$ cat src/rtl/core/qbz_pkg.sv
// Shared types and constants for the quintic Bezier coefficient and sample unit.
// No dependencies.
`timescale 1ns / 1ps
`default_nettype none

package qbz_pkg;

    localparam int NPTS      = 5;                 // path points per item
    localparam int DEGREE    = 5;                 // curve degree
    localparam int NCOEF     = DEGREE + 1;        // control points / coefficients
    localparam int PC_W      = 3;                 // point_count width
    localparam int PT_W      = 16;                // Q8.8 coordinate
    localparam int PT_IDX_W  = $clog2(NPTS);
    localparam int COEF_W    = 24;                // power-basis coefficient
    localparam int ACC_W     = 44;                // Horner accumulator
    localparam int IDX_W     = 4;                 // item_index width
    localparam int CNT_W     = 5;                 // per-item result counter
    localparam int VAL_W     = 24;                // x_value / y_value width
    localparam int IN_DATA_W  = 168;              // 163 used bits, byte padded
    localparam int OUT_DATA_W = 56;               // 52 used bits, byte padded

    // 10^i for the Horner terms
    localparam logic signed [ACC_W-1:0] POW10 [NCOEF] =
        '{44'sd1, 44'sd10, 44'sd100, 44'sd1000, 44'sd10000, 44'sd100000};

    typedef enum logic {
        KIND_COEF   = 1'b0,
        KIND_SAMPLE = 1'b1
    } kind_t;

    typedef logic [NPTS-1:0][PT_W-1:0]    pt_vec_t;
    typedef logic [NCOEF-1:0][PT_W-1:0]   cp_vec_t;
    typedef logic [NCOEF-1:0][COEF_W-1:0] coef_vec_t;
    typedef logic [NCOEF-1:0][ACC_W-1:0]  scl_vec_t;

    // one coefficient set, raw and scaled by 10^i
    typedef struct packed {
        coef_vec_t cx;
        coef_vec_t cy;
        scl_vec_t  sx;
        scl_vec_t  sy;
    } coef_set_t;

    // one result slot in the evaluation pipeline
    typedef struct packed {
        kind_t                   kind;
        logic [IDX_W-1:0]        idx;
        logic                    last;
        logic [IDX_W-1:0]        k;
        logic signed [ACC_W-1:0] acc_x;
        logic signed [ACC_W-1:0] acc_y;
        scl_vec_t                sx;
        scl_vec_t                sy;
    } hslot_t;

endpackage

`default_nettype wire

$ cat src/rtl/core/qbz_coeff.sv
// Front end: control point placement, power-basis coefficients, 10^i scaling.
// Three register stages with valid/ready; depends on qbz_pkg.
`timescale 1ns / 1ps
`default_nettype none

module qbz_coeff (
    input  wire logic                 clk,
    input  wire logic                 rst_n,
    input  wire logic                 in_valid,
    output logic                      in_ready,
    input  wire logic [qbz_pkg::PC_W-1:0] point_count,
    input  wire qbz_pkg::pt_vec_t     pt_x,
    input  wire qbz_pkg::pt_vec_t     pt_y,
    output logic                      set_valid,
    output qbz_pkg::coef_set_t        set_data,
    input  wire logic                 set_take
);
    import qbz_pkg::*;

    logic      v1_reg, v2_reg, v3_reg;
    cp_vec_t   cpx_reg, cpy_reg, cpx_next, cpy_next;
    coef_vec_t cx2_reg, cy2_reg;
    coef_set_t set_reg, set_next;
    logic      rdy1, rdy2, rdy3;

    function automatic coef_vec_t make_coeffs(input cp_vec_t p);
        logic signed [COEF_W-1:0] q [NCOEF];
        coef_vec_t c;
        for (int i = 0; i < NCOEF; i++)
        begin
            q[i] = COEF_W'($signed(p[i]));
        end
        c[0] = COEF_W'(-q[0] + 5 * q[1] - 10 * q[2] + 10 * q[3] - 5 * q[4] + q[5]);
        c[1] = COEF_W'(5 * q[0] - 20 * q[1] + 30 * q[2] - 20 * q[3] + 5 * q[4]);
        c[2] = COEF_W'(-10 * q[0] + 30 * q[1] - 30 * q[2] + 10 * q[3]);
        c[3] = COEF_W'(10 * q[0] - 20 * q[1] + 10 * q[2]);
        c[4] = COEF_W'(-5 * q[0] + 5 * q[1]);
        c[5] = q[0];
        return c;
    endfunction

    assign rdy3     = !v3_reg || set_take;
    assign rdy2     = !v2_reg || rdy3;
    assign rdy1     = !v1_reg || rdy2;
    assign in_ready = rdy1;

    // n points fill the last n slots, slot 0 stays at the origin
    always_comb
    begin
        logic [PC_W-1:0] cnt;
        int              sel;
        cnt      = (point_count > PC_W'(DEGREE)) ? PC_W'(DEGREE) : point_count;
        cpx_next = '0;
        cpy_next = '0;
        for (int j = 1; j < NCOEF; j++)
        begin
            sel = j + int'(cnt) - NCOEF;
            if (sel >= 0)
            begin
                cpx_next[j] = pt_x[sel[PT_IDX_W-1:0]];
                cpy_next[j] = pt_y[sel[PT_IDX_W-1:0]];
            end
        end
    end

    always_comb
    begin
        set_next.cx = cx2_reg;
        set_next.cy = cy2_reg;
        for (int i = 0; i < NCOEF; i++)
        begin
            set_next.sx[i] = ACC_W'($signed(cx2_reg[i])) * POW10[i];
            set_next.sy[i] = ACC_W'($signed(cy2_reg[i])) * POW10[i];
        end
    end

    always_ff @(posedge clk or negedge rst_n)
    begin
        if (!rst_n)
        begin
            v1_reg <= 1'b0;
            v2_reg <= 1'b0;
            v3_reg <= 1'b0;
        end
        else
        begin
            if (rdy1)
                v1_reg <= in_valid;
            if (rdy2)
                v2_reg <= v1_reg;
            if (rdy3)
                v3_reg <= v2_reg;
        end
    end

    always_ff @(posedge clk)
    begin
        if (rdy1)
        begin
            cpx_reg <= cpx_next;
            cpy_reg <= cpy_next;
        end
        if (rdy2)
        begin
            cx2_reg <= make_coeffs(cpx_reg);
            cy2_reg <= make_coeffs(cpy_reg);
        end
        if (rdy3)
            set_reg <= set_next;
    end

    assign set_valid = v3_reg;
    assign set_data  = set_reg;

endmodule

`default_nettype wire

$ cat config.mk
export PLATFORM = sky130hd
export DESIGN_NAME = qbz_coeff
export DESIGN_NICKNAME = d
export VERILOG_FILES = /design/src/rtl/core/qbz_pkg.sv /design/src/rtl/core/qbz_coeff.sv
export SDC_FILE = /design/constraint.sdc
export NUM_CORES = 2
export LEC_CHECK = 0
export ABC_AREA = 1
export BUFFER_PORTS_ARGS = -buffer_cell sky130_fd_sc_hd__buf_2
export CORE_AREA = 2 2 502 504
export CTS_BUF_LIST = sky130_fd_sc_hd__clkbuf_4 sky130_fd_sc_hd__clkbuf_8
export DETAILED_ROUTE_END_ITERATION = 7
export DIE_AREA = 0 0 504 506
export GPL_ROUTABILITY_DRIVEN = 1
export PLACE_DENSITY = 0.52
export RECOVER_POWER = 25
export SETUP_SLACK_MARGIN = 0.15
export SYNTH_ARGS = -nofsm -noshare
export SYNTH_HDL_FRONTEND = slang
export SYNTH_SLANG_ARGS = --single-unit
$ cat constraint.sdc
create_clock -name clk -period 44.1 [get_ports clk]
set_input_delay 2.205 -clock clk [delete_from_list [all_inputs] [get_ports clk]]
set_output_delay 2.205 -clock clk [all_outputs]
set_load 0.01 [all_outputs]
# == After elaboration in Yosys (flattened, before gate mapping) ==
# Cells that the tools add are included.
# op_classes
addsub,32
multipliers,24
order_cmp,11
muxes,21
reduce_logical,6
# op_table
cell,count
$bmux 16 s3,10
$mul 4x16->20 const A,12
$mux 16,10
$add 23x21->24,4
$mul 5x16->21 const A,4
$mul 24x8->32 const B,2
$mul 20x11->31 const B,2
$mul 24x6->30 const B,2
$mul 24x4->28 const B,2
$add 23x22->24,2
$add 24x16->24,2
$add 24x20->24,2
$sub 23x20->24,2
$sub 24x22->24,2
$add 22x21->23,2
$sub 1x22->23 const A,2
$sub 22x22->23,2
$sub 20x21->22,2
$ge 5x1->1 const B,5
$sub 4x3->5 const B,5
$lt 3x4->1 const B,5
$add 2x3->4 const A,2
$add 3x3->4 const A,2
$add 1x3->4 const A,1
other kinds (4),8
# totals
register_bits,1007

# == Longest topological paths before layout ==
# logic_depth
depth_word,6
mapped_depth,31

# == Worst setup path after synthesis ==
# OpenSTA, ideal clock, no wires.
# synth_timing
path_kind,input to output
startpoint,input port set_take
endpoint,output port in_ready
arrival_time_ns,16.060
required_ns,41.895
setup_slack_ns,25.835
stages,4
cell_sequence,inv_1 -> nand2_1 -> nor2_1 -> nand2_1
# synth_between
elab_chain_len,3
# synth_rtl
element,line_no,text
start: declaration,qbz_coeff.sv:16,input wire logic set_take
$logic_or 1x1->1,qbz_coeff.sv:42,assign rdy3 = !v3_reg || set_take;
via rdy3,qbz_coeff.sv:24,"logic rdy1, rdy2, rdy3;"
$logic_or 1x1->1,qbz_coeff.sv:43,assign rdy2 = !v2_reg || rdy3;
$logic_or 1x1->1,qbz_coeff.sv:44,assign rdy1 = !v1_reg || rdy2;
end: declaration,qbz_coeff.sv:10,"output logic in_ready,"
# The timed path passes the listed nets, and every way through them passes these cells.

# == Worst setup path in the final report ==
# layout_timing
startpoint,input port set_take
endpoint,"register cy2_reg[52] (netlist bit), enable pin"
# layout_between
elab_chain_len,2
# layout_rtl
element,line_no,text
$logic_or 1x1->1,qbz_coeff.sv:42,
via rdy3,qbz_coeff.sv:24,
$logic_or 1x1->1,qbz_coeff.sv:43,
via rdy2,qbz_coeff.sv:24,
end signal: assignment,qbz_coeff.sv:106,cy2_reg <= make_coeffs(cpy_reg);
end: declaration,qbz_coeff.sv:22,"coef_vec_t cx2_reg, cy2_reg;"
# The timed path passes the listed nets, and every way through them passes these cells.
# A chain may end at the register's enable or synchronous reset.

==> reports/results.tsv <==
metric	value	unit
outcome	complete, but fails checks	
violations	max-capacitance violations, max-slew violations	
setup_violations	0	
h-tree-depth	4	
placed_area	92900	sq um
holdPathStages	0	
synthDistinctLibCells	60	
layout-drive-gt1-share	0.117	
initial_utilization	0.347	
grt_start_max_net_pins	136	
max_cap_violations	5	
core	250000	sq um
min_period	9.49	ns
hold_violations	0	
cts.sinks	835	
holdPathEnd	set_data[271]$_DFFE_PP_	
reg2reg_to	cy2_reg[52]$_DFFE_PP_	
grt_remaining_overflow	0	
tns	0	ns
synthesis.area	86900	sq um
tightest_slew	3.86	ns
cts-resized-gates	0	
vias	66200	
ios	985	
num_rows	184	
crit_path_start_kind	primary input	
largest_reg_flops	444	
period_share	0.215	
synth_edf_count	832	
numCtsBuffers	163	
cp.arrival	10.02	ns
layoutNonFillerInstCount	13500	
syn2layout_area_growth	10.9	%
async_reset_ff_frac	0.00359	
port_buffers	820	
clk_path_buf_depth	3	
tritoncts	yes	
rsz0062_at_grt	false	
ys_ff_latch	835	
slowest_stage	clkinvlp_2	
ant_nets	0	
cts_setup_buffers	0	
crit_type	primary input to flip-flop	
r2r_cells	5	
slowest_delay	3.00	ns
place.gp.congestion	1.03	
cp_cell_sequence	buf_2 > inv_1 > nand2_1 > nor2_1 > clkinvlp_2 > buf_4 > buf_4	
viasPerCell	4.89	
hp-class	flip-flop to flip-flop	
slew_viol_final	236	
drc_errors	0	
routed_wl	288	mm
place_inst	13200	
clkSlewWorstSetupHoldPaths	0.07	ns
ys_warn_count	0	
dp_hpwl	241	mm
fillers	25400	
synth_ff_type	edfxtp_1	
max_slew_margin	-1.57	
grt_use_total	0.222	
max_freq	0.105	GHz
hp-start	cx2_reg[7]$_DFFE_PP_	
die_h	506	um
worst-r2r-setup-slack	35.61	ns
nets	12100	
chipWidth	504	um
wire_per_inst	21.2	um
root_buffer	clkbuf_8	
antenna_found_initial	68	
end_kind	flip-flop	
clock_latency	0.96	ns
critPathLaunch	set_take	
die-area	255000	sq um
hold_buffers	0	
grt_pass1_vias	65800	
grt_pass1_wl	424	mm
critPathMostFrequentCell	buf_4	
crit_path_max_fanout	68	
fin_area	96300	sq um
r2r_start	set_valid$_DFFE_PN0P_	
dr.first_iter.drc_count	5077	
postSynthAreaPerCell	9.31	sq um
syn_inst	9332	
ys_seq_area_frac	0.289	
drt_pass1_iterations	6	
worstPathRequired	44.63	ns
skew	0.0457	ns
==> cells in the mapped netlist, types with 3 or more instances <==
master     count  area share
edfxtp_1     832        0.29
nand3b_1      10     0.00086
nand2_2       23      0.0017
nor3_1        51      0.0029
mux2i_1       69      0.0080
nand2_1     1299       0.056
o221ai_1       4     0.00040
nand4_1       73      0.0053
ha_1        1172        0.17
a21o_1        50      0.0043
buf_1         15     0.00065
inv_2         11     0.00048
nor4_1        20      0.0014
dfrtp_1        3     0.00086
or2_2         10     0.00072
nor2_1       397       0.017
o211ai_1      68      0.0059
o21ai_0      401       0.023
nor2_4         3     0.00039
xnor2_1      173       0.017
o21ai_2        3     0.00030
nand3_1      354       0.020
nor2_2        11     0.00079
o21a_1        12      0.0010
and2_1         5     0.00036
inv_1       1832       0.079
buf_2         23      0.0013
a21oi_1      684       0.039
fa_1         702        0.16
a31o_2         3     0.00030
nand4_2        3     0.00043
a221oi_1       7     0.00071
a31oi_1       37      0.0027
a211oi_1       6     0.00052
o2111ai_1      8     0.00081
nor3_2         6     0.00069
nand3_2        4     0.00046
xor2_1       391       0.039
buf_4        375       0.032
clkbuf_1      61      0.0026
o21bai_1      45      0.0039
a21boi_0      18      0.0016
o31ai_1        8     0.00069
o21ai_1       26      0.0015
a21boi_1       5     0.00043
==> metrics by stage <==
stage                     setup slack (ns)  hold slack [ns]   util
final                                34.61            0.412  0.385
after global routing                 34.00            0.403  0.385
after CTS                            37.25            0.394  0.385
after detailed placement             37.30            0.406  0.372
after global placement               37.30            0.403  0.372
after floorplan                      25.84            0.400      -
==> routing by layer <==
layer  track usage  vias up  wire length (um)
li1              -    31500                 -
met1         0.326    32100            139000
met2         0.329     2099            121000
met3        0.0460      350             19900
met4        0.0573       52              7020
met5             0        -               322
==> cells in the final DEF (no fill, tap or decap), types with 10 or more instances in the layout <==
cell,instances
o21a_1,12
edfxtp_1,832
clkinvlp_4,10
a21o_1,50
or2_2,10
clkbuf_8,167
nand3_1,354
nor2_1,398
nor4_1,20
nand4_1,73
a31oi_1,37
nand2_1,1307
clkbuf_4,41
nor3_1,51
inv_2,10
diode_2,15
mux2i_1,69
nand2_2,14
conb_1,164
clkinv_2,26
xnor2_1,173
o21bai_1,46
fa_1,702
ha_1,1169
o21ai_0,403
o21ai_1,24
buf_2,818
buf_4,29
a21oi_1,684
xor2_1,393
clkinv_1,32
inv_1,1831
nand3b_1,10
bufinv_16,14
a21boi_0,20
nor2_2,10
o211ai_1,68
==> how the worst max path moves through the flow <==
| stage | end | slack (ns) |
|---|---|---|
| after floorplan | in_ready | 25.84 |
| after global placement | cx2_reg[44]$_DFFE_PP_ | 37.30 |
| after detailed placement | cx2_reg[47]$_DFFE_PP_ | 37.30 |
| after CTS | cx2_reg[47]$_DFFE_PP_ | 37.25 |
| after global routing | cy2_reg[91]$_DFFE_PP_ | 34.00 |
| final | cy2_reg[52]$_DFFE_PP_ | 34.61 |
==> worst max-delay path, delay by kind of cell <==
kind / cells / cell delay, ns
buf+inv: 5 / 5.06
simple gates: 2 / 2.48
==> cells by family (layout without fill, tap and decap cells) <==
logic type                 after synthesis  count (layout)  synth area share
AOI/OAI and AO/OA                     1397            1397            0.0888
muxes                                   69              69           0.00795
DFF                                    835             835             0.289
other                                    1             179         0.0000432
buffers and inverters                 2319            2999             0.117
and+or+nand+nor                       2271            2271             0.110
adders and majority gates             1874            1874             0.331
xor gates and xnor gates               566             566            0.0574
==> area by class of cell <==
cell class	instances	area, sq um	share of cell area
repair buffers	854	4370	0.0454
diodes	15	37.5	0.000390
clock buffers	208	2610	0.0271
well taps	3348	4190	0.0435
multi-input cells	6341	52200	0.542
flip-flops and latches	835	25100	0.260
clock inverters	92	876	0.00909
inverters	1845	6930	0.0720
Power is left out: the tool's default activity adds up to more than one toggle a clock period on the data nets, which glitch-free logic cannot reach.
