==> src/rtl/core/qbz_pkg.sv <==
// Shared types and constants for the quintic Bezier coefficient and sample unit.
// No dependencies.
`timescale 1ns / 1ps
`default_nettype none

package qbz_pkg;

    localparam int NPTS      = 5;                 // path points per item
    localparam int DEGREE    = 5;                 // curve degree
    localparam int NCOEF     = DEGREE + 1;        // control points / coefficients
    localparam int PC_W      = 3;                 // point_count width
    localparam int PT_W      = 16;                // Q8.8 coordinate
    localparam int PT_IDX_W  = $clog2(NPTS);
    localparam int COEF_W    = 24;                // power-basis coefficient
    localparam int ACC_W     = 44;                // Horner accumulator
    localparam int IDX_W     = 4;                 // item_index width
    localparam int CNT_W     = 5;                 // per-item result counter
    localparam int VAL_W     = 24;                // x_value / y_value width
    localparam int IN_DATA_W  = 168;              // 163 used bits, byte padded
    localparam int OUT_DATA_W = 56;               // 52 used bits, byte padded

    // 10^i for the Horner terms
    localparam logic signed [ACC_W-1:0] POW10 [NCOEF] =
        '{44'sd1, 44'sd10, 44'sd100, 44'sd1000, 44'sd10000, 44'sd100000};

    typedef enum logic {
        KIND_COEF   = 1'b0,
        KIND_SAMPLE = 1'b1
    } kind_t;

    typedef logic [NPTS-1:0][PT_W-1:0]    pt_vec_t;
    typedef logic [NCOEF-1:0][PT_W-1:0]   cp_vec_t;
    typedef logic [NCOEF-1:0][COEF_W-1:0] coef_vec_t;
    typedef logic [NCOEF-1:0][ACC_W-1:0]  scl_vec_t;

    // one coefficient set, raw and scaled by 10^i
    typedef struct packed {
        coef_vec_t cx;
        coef_vec_t cy;
        scl_vec_t  sx;
        scl_vec_t  sy;
    } coef_set_t;

    // one result slot in the evaluation pipeline
    typedef struct packed {
        kind_t                   kind;
        logic [IDX_W-1:0]        idx;
        logic                    last;
        logic [IDX_W-1:0]        k;
        logic signed [ACC_W-1:0] acc_x;
        logic signed [ACC_W-1:0] acc_y;
        scl_vec_t                sx;
        scl_vec_t                sy;
    } hslot_t;

endpackage

`default_nettype wire

==> src/rtl/core/qbz_round.sv <==
// Rounding divide by 100000 (reciprocal multiply plus one correction), ties away from
// zero, for samples only; four stages, the last is the output register. Uses qbz_pkg.
`timescale 1ns / 1ps
`default_nettype none

module qbz_round (
    input  wire logic                     clk,
    input  wire logic                     rst_n,
    input  wire logic                     en,
    input  wire logic                     in_valid,
    input  wire qbz_pkg::hslot_t          in_slot,
    output logic                          out_valid,
    output qbz_pkg::kind_t                out_kind,
    output logic [qbz_pkg::IDX_W-1:0]     out_idx,
    output logic                          out_last,
    output logic [qbz_pkg::VAL_W-1:0]     out_x,
    output logic [qbz_pkg::VAL_W-1:0]     out_y
);
    import qbz_pkg::*;

    localparam int M_W         = 32;
    localparam int Q_W         = 16;
    localparam int REM_W       = 18;
    localparam int RECIP_SHIFT = 40;
    localparam int PROD_W      = RECIP_SHIFT + Q_W;
    localparam int DIFF_W      = M_W + 2;
    localparam logic [M_W-1:0]    ROUND_HALF = 32'd50000;
    localparam logic [PROD_W-1:0] RECIP      = 56'd10995116;   // floor(2^40 / 100000)
    localparam logic [DIFF_W-1:0] SCALE_D    = 34'd100000;
    localparam logic [REM_W-1:0]  SCALE_R    = 18'd100000;

    typedef struct packed {
        logic              neg;
        logic [M_W-1:0]    m;      // |N| + half, or the raw coefficient
        logic [PROD_W-1:0] prod;
        logic [Q_W-1:0]    qe;
        logic [REM_W-1:0]  rem;
    } rax_t;

    typedef struct packed {
        kind_t            kind;
        logic [IDX_W-1:0] idx;
        logic             last;
        rax_t             x;
        rax_t             y;
    } rslot_t;

    logic   v1_reg, v2_reg, v3_reg, vo_reg;
    rslot_t d1_reg, d2_reg, d3_reg, d1_next, d2_next, d3_next;
    kind_t  kind_reg;
    logic [IDX_W-1:0] idx_reg;
    logic   last_reg;
    logic [VAL_W-1:0] x_reg, y_reg, x_next, y_next;

    function automatic rax_t ax_abs(input logic signed [ACC_W-1:0] acc, input logic smp);
        rax_t r;
        logic signed [ACC_W-1:0] mag;
        r      = '0;
        r.neg  = smp && acc[ACC_W-1];
        mag    = r.neg ? -acc : acc;
        r.m    = smp ? (mag[M_W-1:0] + ROUND_HALF) : acc[M_W-1:0];
        return r;
    endfunction

    function automatic rax_t ax_rem(input rax_t a);
        rax_t r;
        logic [DIFF_W-1:0] diff;
        r    = a;
        r.qe = a.prod[RECIP_SHIFT +: Q_W];
        diff = DIFF_W'(a.m) - DIFF_W'(r.qe) * SCALE_D;
        r.rem = diff[REM_W-1:0];
        return r;
    endfunction

    function automatic logic [VAL_W-1:0] ax_out(input rax_t a, input logic smp);
        logic [VAL_W-1:0] q;
        q = VAL_W'(a.qe) + ((a.rem >= SCALE_R) ? VAL_W'(1) : VAL_W'(0));
        if (!smp)
            return a.m[VAL_W-1:0];
        return a.neg ? -q : q;
    endfunction

    always_comb
    begin
        d1_next.kind = in_slot.kind;
        d1_next.idx  = in_slot.idx;
        d1_next.last = in_slot.last;
        d1_next.x    = ax_abs(in_slot.acc_x, in_slot.kind == KIND_SAMPLE);
        d1_next.y    = ax_abs(in_slot.acc_y, in_slot.kind == KIND_SAMPLE);

        d2_next        = d1_reg;
        d2_next.x.prod = PROD_W'(d1_reg.x.m) * RECIP;
        d2_next.y.prod = PROD_W'(d1_reg.y.m) * RECIP;

        d3_next   = d2_reg;
        d3_next.x = ax_rem(d2_reg.x);
        d3_next.y = ax_rem(d2_reg.y);

        x_next = ax_out(d3_reg.x, d3_reg.kind == KIND_SAMPLE);
        y_next = ax_out(d3_reg.y, d3_reg.kind == KIND_SAMPLE);
    end

    always_ff @(posedge clk or negedge rst_n)
    begin
        if (!rst_n)
        begin
            v1_reg <= 1'b0;
            v2_reg <= 1'b0;
            v3_reg <= 1'b0;
            vo_reg <= 1'b0;
        end
        else if (en)
        begin
            v1_reg <= in_valid;
            v2_reg <= v1_reg;
            v3_reg <= v2_reg;
            vo_reg <= v3_reg;
        end
    end

    always_ff @(posedge clk)
    begin
        if (en)
        begin
            d1_reg   <= d1_next;
            d2_reg   <= d2_next;
            d3_reg   <= d3_next;
            kind_reg <= d3_reg.kind;
            idx_reg  <= d3_reg.idx;
            last_reg <= d3_reg.last;
            x_reg    <= x_next;
            y_reg    <= y_next;
        end
    end

    assign out_valid = vo_reg;
    assign out_kind  = kind_reg;
    assign out_idx   = idx_reg;
    assign out_last  = last_reg;
    assign out_x     = x_reg;
    assign out_y     = y_reg;

endmodule

`default_nettype wire
==> config.mk <==
export PLATFORM = sky130hd
export DESIGN_NAME = qbz_round
export DESIGN_NICKNAME = d
export VERILOG_FILES = /design/src/rtl/core/qbz_pkg.sv /design/src/rtl/core/qbz_round.sv
export SDC_FILE = /design/constraint.sdc
export NUM_CORES = 2
export LEC_CHECK = 0
export ABC_CLOCK_PERIOD_IN_PS = 7900
export CORE_AREA = 8 8 327 329
export CTS_CLUSTER_DIAMETER = 60
export DETAILED_ROUTE_END_ITERATION = 16
export DIE_AREA = 0 0 335 337
export DONT_BUFFER_PORTS = 1
export PLACE_DENSITY = 0.7
export SYNTH_ARGS = -nofsm -noshare
export SYNTH_HDL_FRONTEND = slang
export SYNTH_SLANG_ARGS = --single-unit
==> constraint.sdc <==
create_clock -name clk -period 7.9 [get_ports clk]
set_input_delay 0.395 -clock clk [delete_from_list [all_inputs] [get_ports clk]]
set_output_delay 0.395 -clock clk [all_outputs]
set_load 0.005 [all_outputs]
* Word-level counts from Yosys, hierarchy flattened *
Index checks and enable logic that the tools add are counted.

storage, ports and cells
  register bits = 418
  output and inout bits = 55
  input bits = 630
  word-level logic and storage cells = 64

operators by class
  muxes and demuxes = 10
  $mul = 4
  reductions and logical operators = 2
  add/sub/neg operators = 10
  $lt $le $gt $ge = 2

operators with widths
  operator                                                                               count
  32-bit 2-to-1 mux                                                                      4
  32-bit by 22-bit multiplier with 54-bit output, second input constant                  2
  24-bit 2-to-1 mux                                                                      4
  32-bit by 16-bit adder with 32-bit output, second input constant                       2
  32-bit negation                                                                        2
  17-bit negation with 24-bit output                                                     2
  18-bit by 17-bit greater-or-equal comparator with 1-bit output, second input constant  2
  18-bit subtractor                                                                      2
  16-bit by 1-bit adder with 17-bit output                                               2
  16-bit by 12-bit multiplier with 13-bit output, second input constant                  2
  1-bit logical AND                                                                      2
  1-bit 2-to-1 mux                                                                       2

* Longest topological paths before layout *
  word-level depth = 6
  depth in mapped cells = 23
  mapped depth without buffers = 23

* Least setup slack after synthesis *
No wires, ideal clock.

  kind = register to register
  from = register d1_reg[227] in the netlist's numbering
  to = register d2_reg[206] in the netlist's numbering (data pin)
  arrival = 6.295 ns
  buffers on the path = 0
  slack = 1.341 ns
  clock period less this slack = 6.559 ns
  stages on the path, launching flop included = 22
  cell sequence = edfxtp_1 > ha_1 > fa_1 > inv_1 > fa_1 > inv_1 > fa_1 > fa_1 > fa_1 > inv_1 > fa_1 > inv_1 > ha_1 > a21o_1 > a221o_1 > a41oi_1 > o2111ai_1 > a41o_1 > a21o_1 > a41oi_1 > o21bai_1 > xor2_1

RTL lines
  item                      line              text
  start: declaration        qbz_round.sv:49   rslot_t d1_reg, d2_reg, d3_reg, d1_next, d2_next, d3_next;
  start signal: assignment  qbz_round.sv:125  d1_reg <= d1_next;
  end signal: assignment    qbz_round.sv:126  d2_reg <= d2_next;
  end: declaration          qbz_round.sv:49

==> impl_metrics.env <==
export IMPL_fmax_ghz=0.1374
export IMPL_hp_class="input pin to register"
export IMPL_drtIter0Drc=1588
export IMPL_ant_nets=0
export IMPL_nNetsFinal=6246
export IMPL_grt_first_pass_wirelength_um=172600
export IMPL_netlist_top_cells_count="inv_1 (925), ha_1 (716), fa_1 (650), edfxtp_1 (328), xnor2_1 (167)"
export IMPL_ys_flop_type="edfxtp_1"
export IMPL_fp_dieArea_mm2=0.1129
export IMPL_cts_htree_levels=2
export IMPL_finalClockSkew_ns=0.01175
export IMPL_overflow=0
export IMPL_setup_viol=0
export IMPL_netlist_area_mm2=0.04523
export IMPL_r2r_end="d2_reg[206]"
export IMPL_wl_per_cell_um=18.70
export IMPL_cp_start_kind="register"
export IMPL_tightest_slew_ns=1.300
export IMPL_grt_pass1_vias=31650
export IMPL_synth_edf_count=328
export IMPL_critPathCaptureType="register"
export IMPL_hold_end="d1_reg[120]"
export IMPL_synth_top_area_frac=0.2877
export IMPL_cp_slowest_cell="edfxtp_1"
export IMPL_antenna_found_initial=2
export IMPL_worstPathCellList="fa_1, ha_1, fa_1, fa_1, fa_1, fa_1, inv_1, fa_1, inv_1, ha_1, a21oi_1, o21ai_0, a211oi_1, o2111ai_1, a41o_1, a21o_1, a41oi_1, o21bai_1, xor2_1"
export IMPL_grt_use_total=0.1919
export IMPL_clk_latency_ns=0.61
export IMPL_coreArea_mm2=0.1013
export IMPL_use_met3=0.03002
export IMPL_synth_cells=4160
export IMPL_crit_type="register to register"
export IMPL_grtUsageMet2=0.3309
export IMPL_io_buffers=0
export IMPL_finalHoldViolations=0
export IMPL_cts_setup_buffers=0
export IMPL_r2r_start="d1_reg[227]"
export IMPL_die_h_um=337
export IMPL_numCtsBuffers=46
export IMPL_syn_to_final_growth_pct=9.022
export IMPL_synth_most_common_cell="inv_1"
export IMPL_r2r_cells=19
export IMPL_largest_reg_flops=114
export IMPL_crit_fanout=10
export IMPL_dp_hpwl_um=87820
export IMPL_ys_ff_latch=332
export IMPL_period_minus_slack_ns=7.277
export IMPL_nFillCells=9199
export IMPL_gp_congestion=0.9133
export IMPL_avgSynthCellArea_um2=10.87
export IMPL_max_stage_delay_ns=0.79
export IMPL_yosysTopAreaCell="fa_1"
export IMPL_cts_root_buf="clkbuf_16"
export IMPL_slew_limit_headroom=0.1332
export IMPL_ios=685
export IMPL_yosysSeqAreaShare=0.2200
export IMPL_die_w_um=335
export IMPL_finalWirelength_um=105800
export IMPL_crit_path_start="d1_reg[227]"
export IMPL_finalSetupTns_ns=0
export IMPL_cts_tree="built"
export IMPL_fin_crit_sh=0.9212
export IMPL_crit_top_cell="fa_1"
export IMPL_vias_per_cell=5.232
export IMPL_clk_path_buf_depth=3
export IMPL_finalMaxSlewViolations=0
export IMPL_synthArstFlopShare=0.01205
export IMPL_synthDistinctLibCells=91
export IMPL_vias=29600
export IMPL_synth_fp_nets=6156
export IMPL_rsz0062_at_grt="no"
export IMPL_synth_area_leaders="fa_1 (29%), edfxtp_1 (22%), ha_1 (20%), inv_1 (7.7%), xnor2_1 (3.2%)"
export IMPL_holdPathStages=1
export IMPL_placementRows=117
export IMPL_arrival_ns=7.64
export IMPL_drv_cap=0
export IMPL_min_from="in_slot[558]"
export IMPL_crit_required_ns=8.26
export IMPL_initial_utilization=0.4464
export IMPL_synth_warnings=0
export IMPL_grt_max_degree=268
export IMPL_outcome="completed"
export IMPL_drive_gt1_frac=0.04991
export IMPL_clock_sinks=332
export IMPL_busiest_layer="met2"
export IMPL_drtPass1Iterations=5
export IMPL_clk_pin_slew_ns=0.06
export IMPL_globalRouteMet1Util=0.2585
export IMPL_rrSetupSlack_ns=0.62
export IMPL_drc_errors=0
-- layout by cell type (no fill, tap or decap), types with 12 or more instances in the layout --
master / instances
o21a_1: 18
nor2b_1: 15
nand2b_1: 23
a31oi_1: 29
a21o_1: 59
nor3_1: 56
o31ai_1: 22
xor2_1: 74
a211oi_1: 18
buf_4: 59
edfxtp_1: 328
mux2i_1: 12
nand2_1: 164
nor4_1: 14
o211ai_1: 21
nor2_1: 112
xnor2_1: 167
o21bai_1: 16
ha_1: 716
or2_2: 15
or3_1: 12
o21ai_0: 110
nand3_1: 70
fa_1: 650
clkbuf_16: 47
dlygate4sd3_1: 66
a21oi_1: 116
and3_1: 32
nand4_1: 38
inv_1: 925
and2_1: 13
mux2_2: 36
nand3b_1: 12
-- worst max-delay path by stage --
| stage | end | depth (start not counted) |
|---|---|---|
| 2_1_floorplan | d2_reg[206] | 21 |
| 3_3_place_gp | d2_reg[206] | 21 |
| 3_5_place_dp | d2_reg[206] | 21 |
| 4_1_cts | d2_reg[206] | 21 |
| 5_1_grt | d2_reg[206] | 19 |
| 6_report | d2_reg[206] | 19 |
-- routing by layer --
layer,vias to the layer above,routed length [µm]
li1,14080,-
met1,14700,46610
met2,725,51480
met3,97,5987
met4,0,1701
met5,-,0
-- kinds of logic (layout without fill, tap and decap cells) --
kind of cell / count (synthesis) / after routing / synth area share
other cells: 0 / 1 / 0
xor+xnor: 242 / 242 / 0.04717
buf+inv: 1011 / 1139 / 0.08449
simple gates: 630 / 630 / 0.07226
fa+ha+maj: 1366 / 1366 / 0.4858
compound gates: 531 / 531 / 0.07865
mux: 48 / 48 / 0.01162
flops: 332 / 332 / 0.2200
-- timing repair --
| action | in CTS | in global routing |
|---|---|---|
| endpoints found under the hold margin | 135 | 0 |
| gates resized for setup | 0 | 0 |
| hold buffers | 67 | 0 |
-- stage by stage --
| step | hold slack (ns) | instance area [µm²] | util | setup WS (ns) | std cells |
|---|---|---|---|---|---|
| 2_1_floorplan | 0.09941 | 45230 | - | 1.341 | 4160 |
| 3_5_place_dp | 0.09953 | 47040 | 0.4643 | 0.6068 | 5503 |
| 4_1_cts | 0.003333 | 49300 | 0.4867 | 0.6050 | 5656 |
| 5_1_grt | 0.01979 | 49300 | 0.4867 | 0.2331 | 5656 |
| 3_3_place_gp | 0.09953 | 47040 | 0.4643 | 0.6296 | 5503 |
| 6_report | 0.03692 | 49310 | 0.4867 | 0.6228 | 5657 |
-- critical path: cells and delay by family (launching register included) --
| family | cells | cell delay [ns] |
|---|---|---|
| compound gates | 8 | 2.06 |
| xor+xnor | 1 | 0.15 |
| fa+ha+maj | 8 | 3.92 |
| buf+inv | 2 | 0.10 |
| flops | 1 | 0.79 |
-- area by class of cell --
| cell class | count | area, µm² | share of cell area |
|---|---|---|---|
| Antenna cell | 1 | 2.502 | 0.00005075 |
| Clock buffer | 57 | 1214 | 0.02461 |
| Clock inverter | 29 | 362.8 | 0.007359 |
| Inverter | 927 | 3480 | 0.07057 |
| Multi-Input combinational cell | 2817 | 31460 | 0.6380 |
| Sequential cell | 332 | 9950 | 0.2018 |
| Tap cell | 1368 | 1712 | 0.03471 |
| Timing Repair Buffer | 126 | 1131 | 0.02294 |
Power is left out: the tool's default activity adds up to more than one toggle a clock period on the data nets, which glitch-free logic cannot reach.
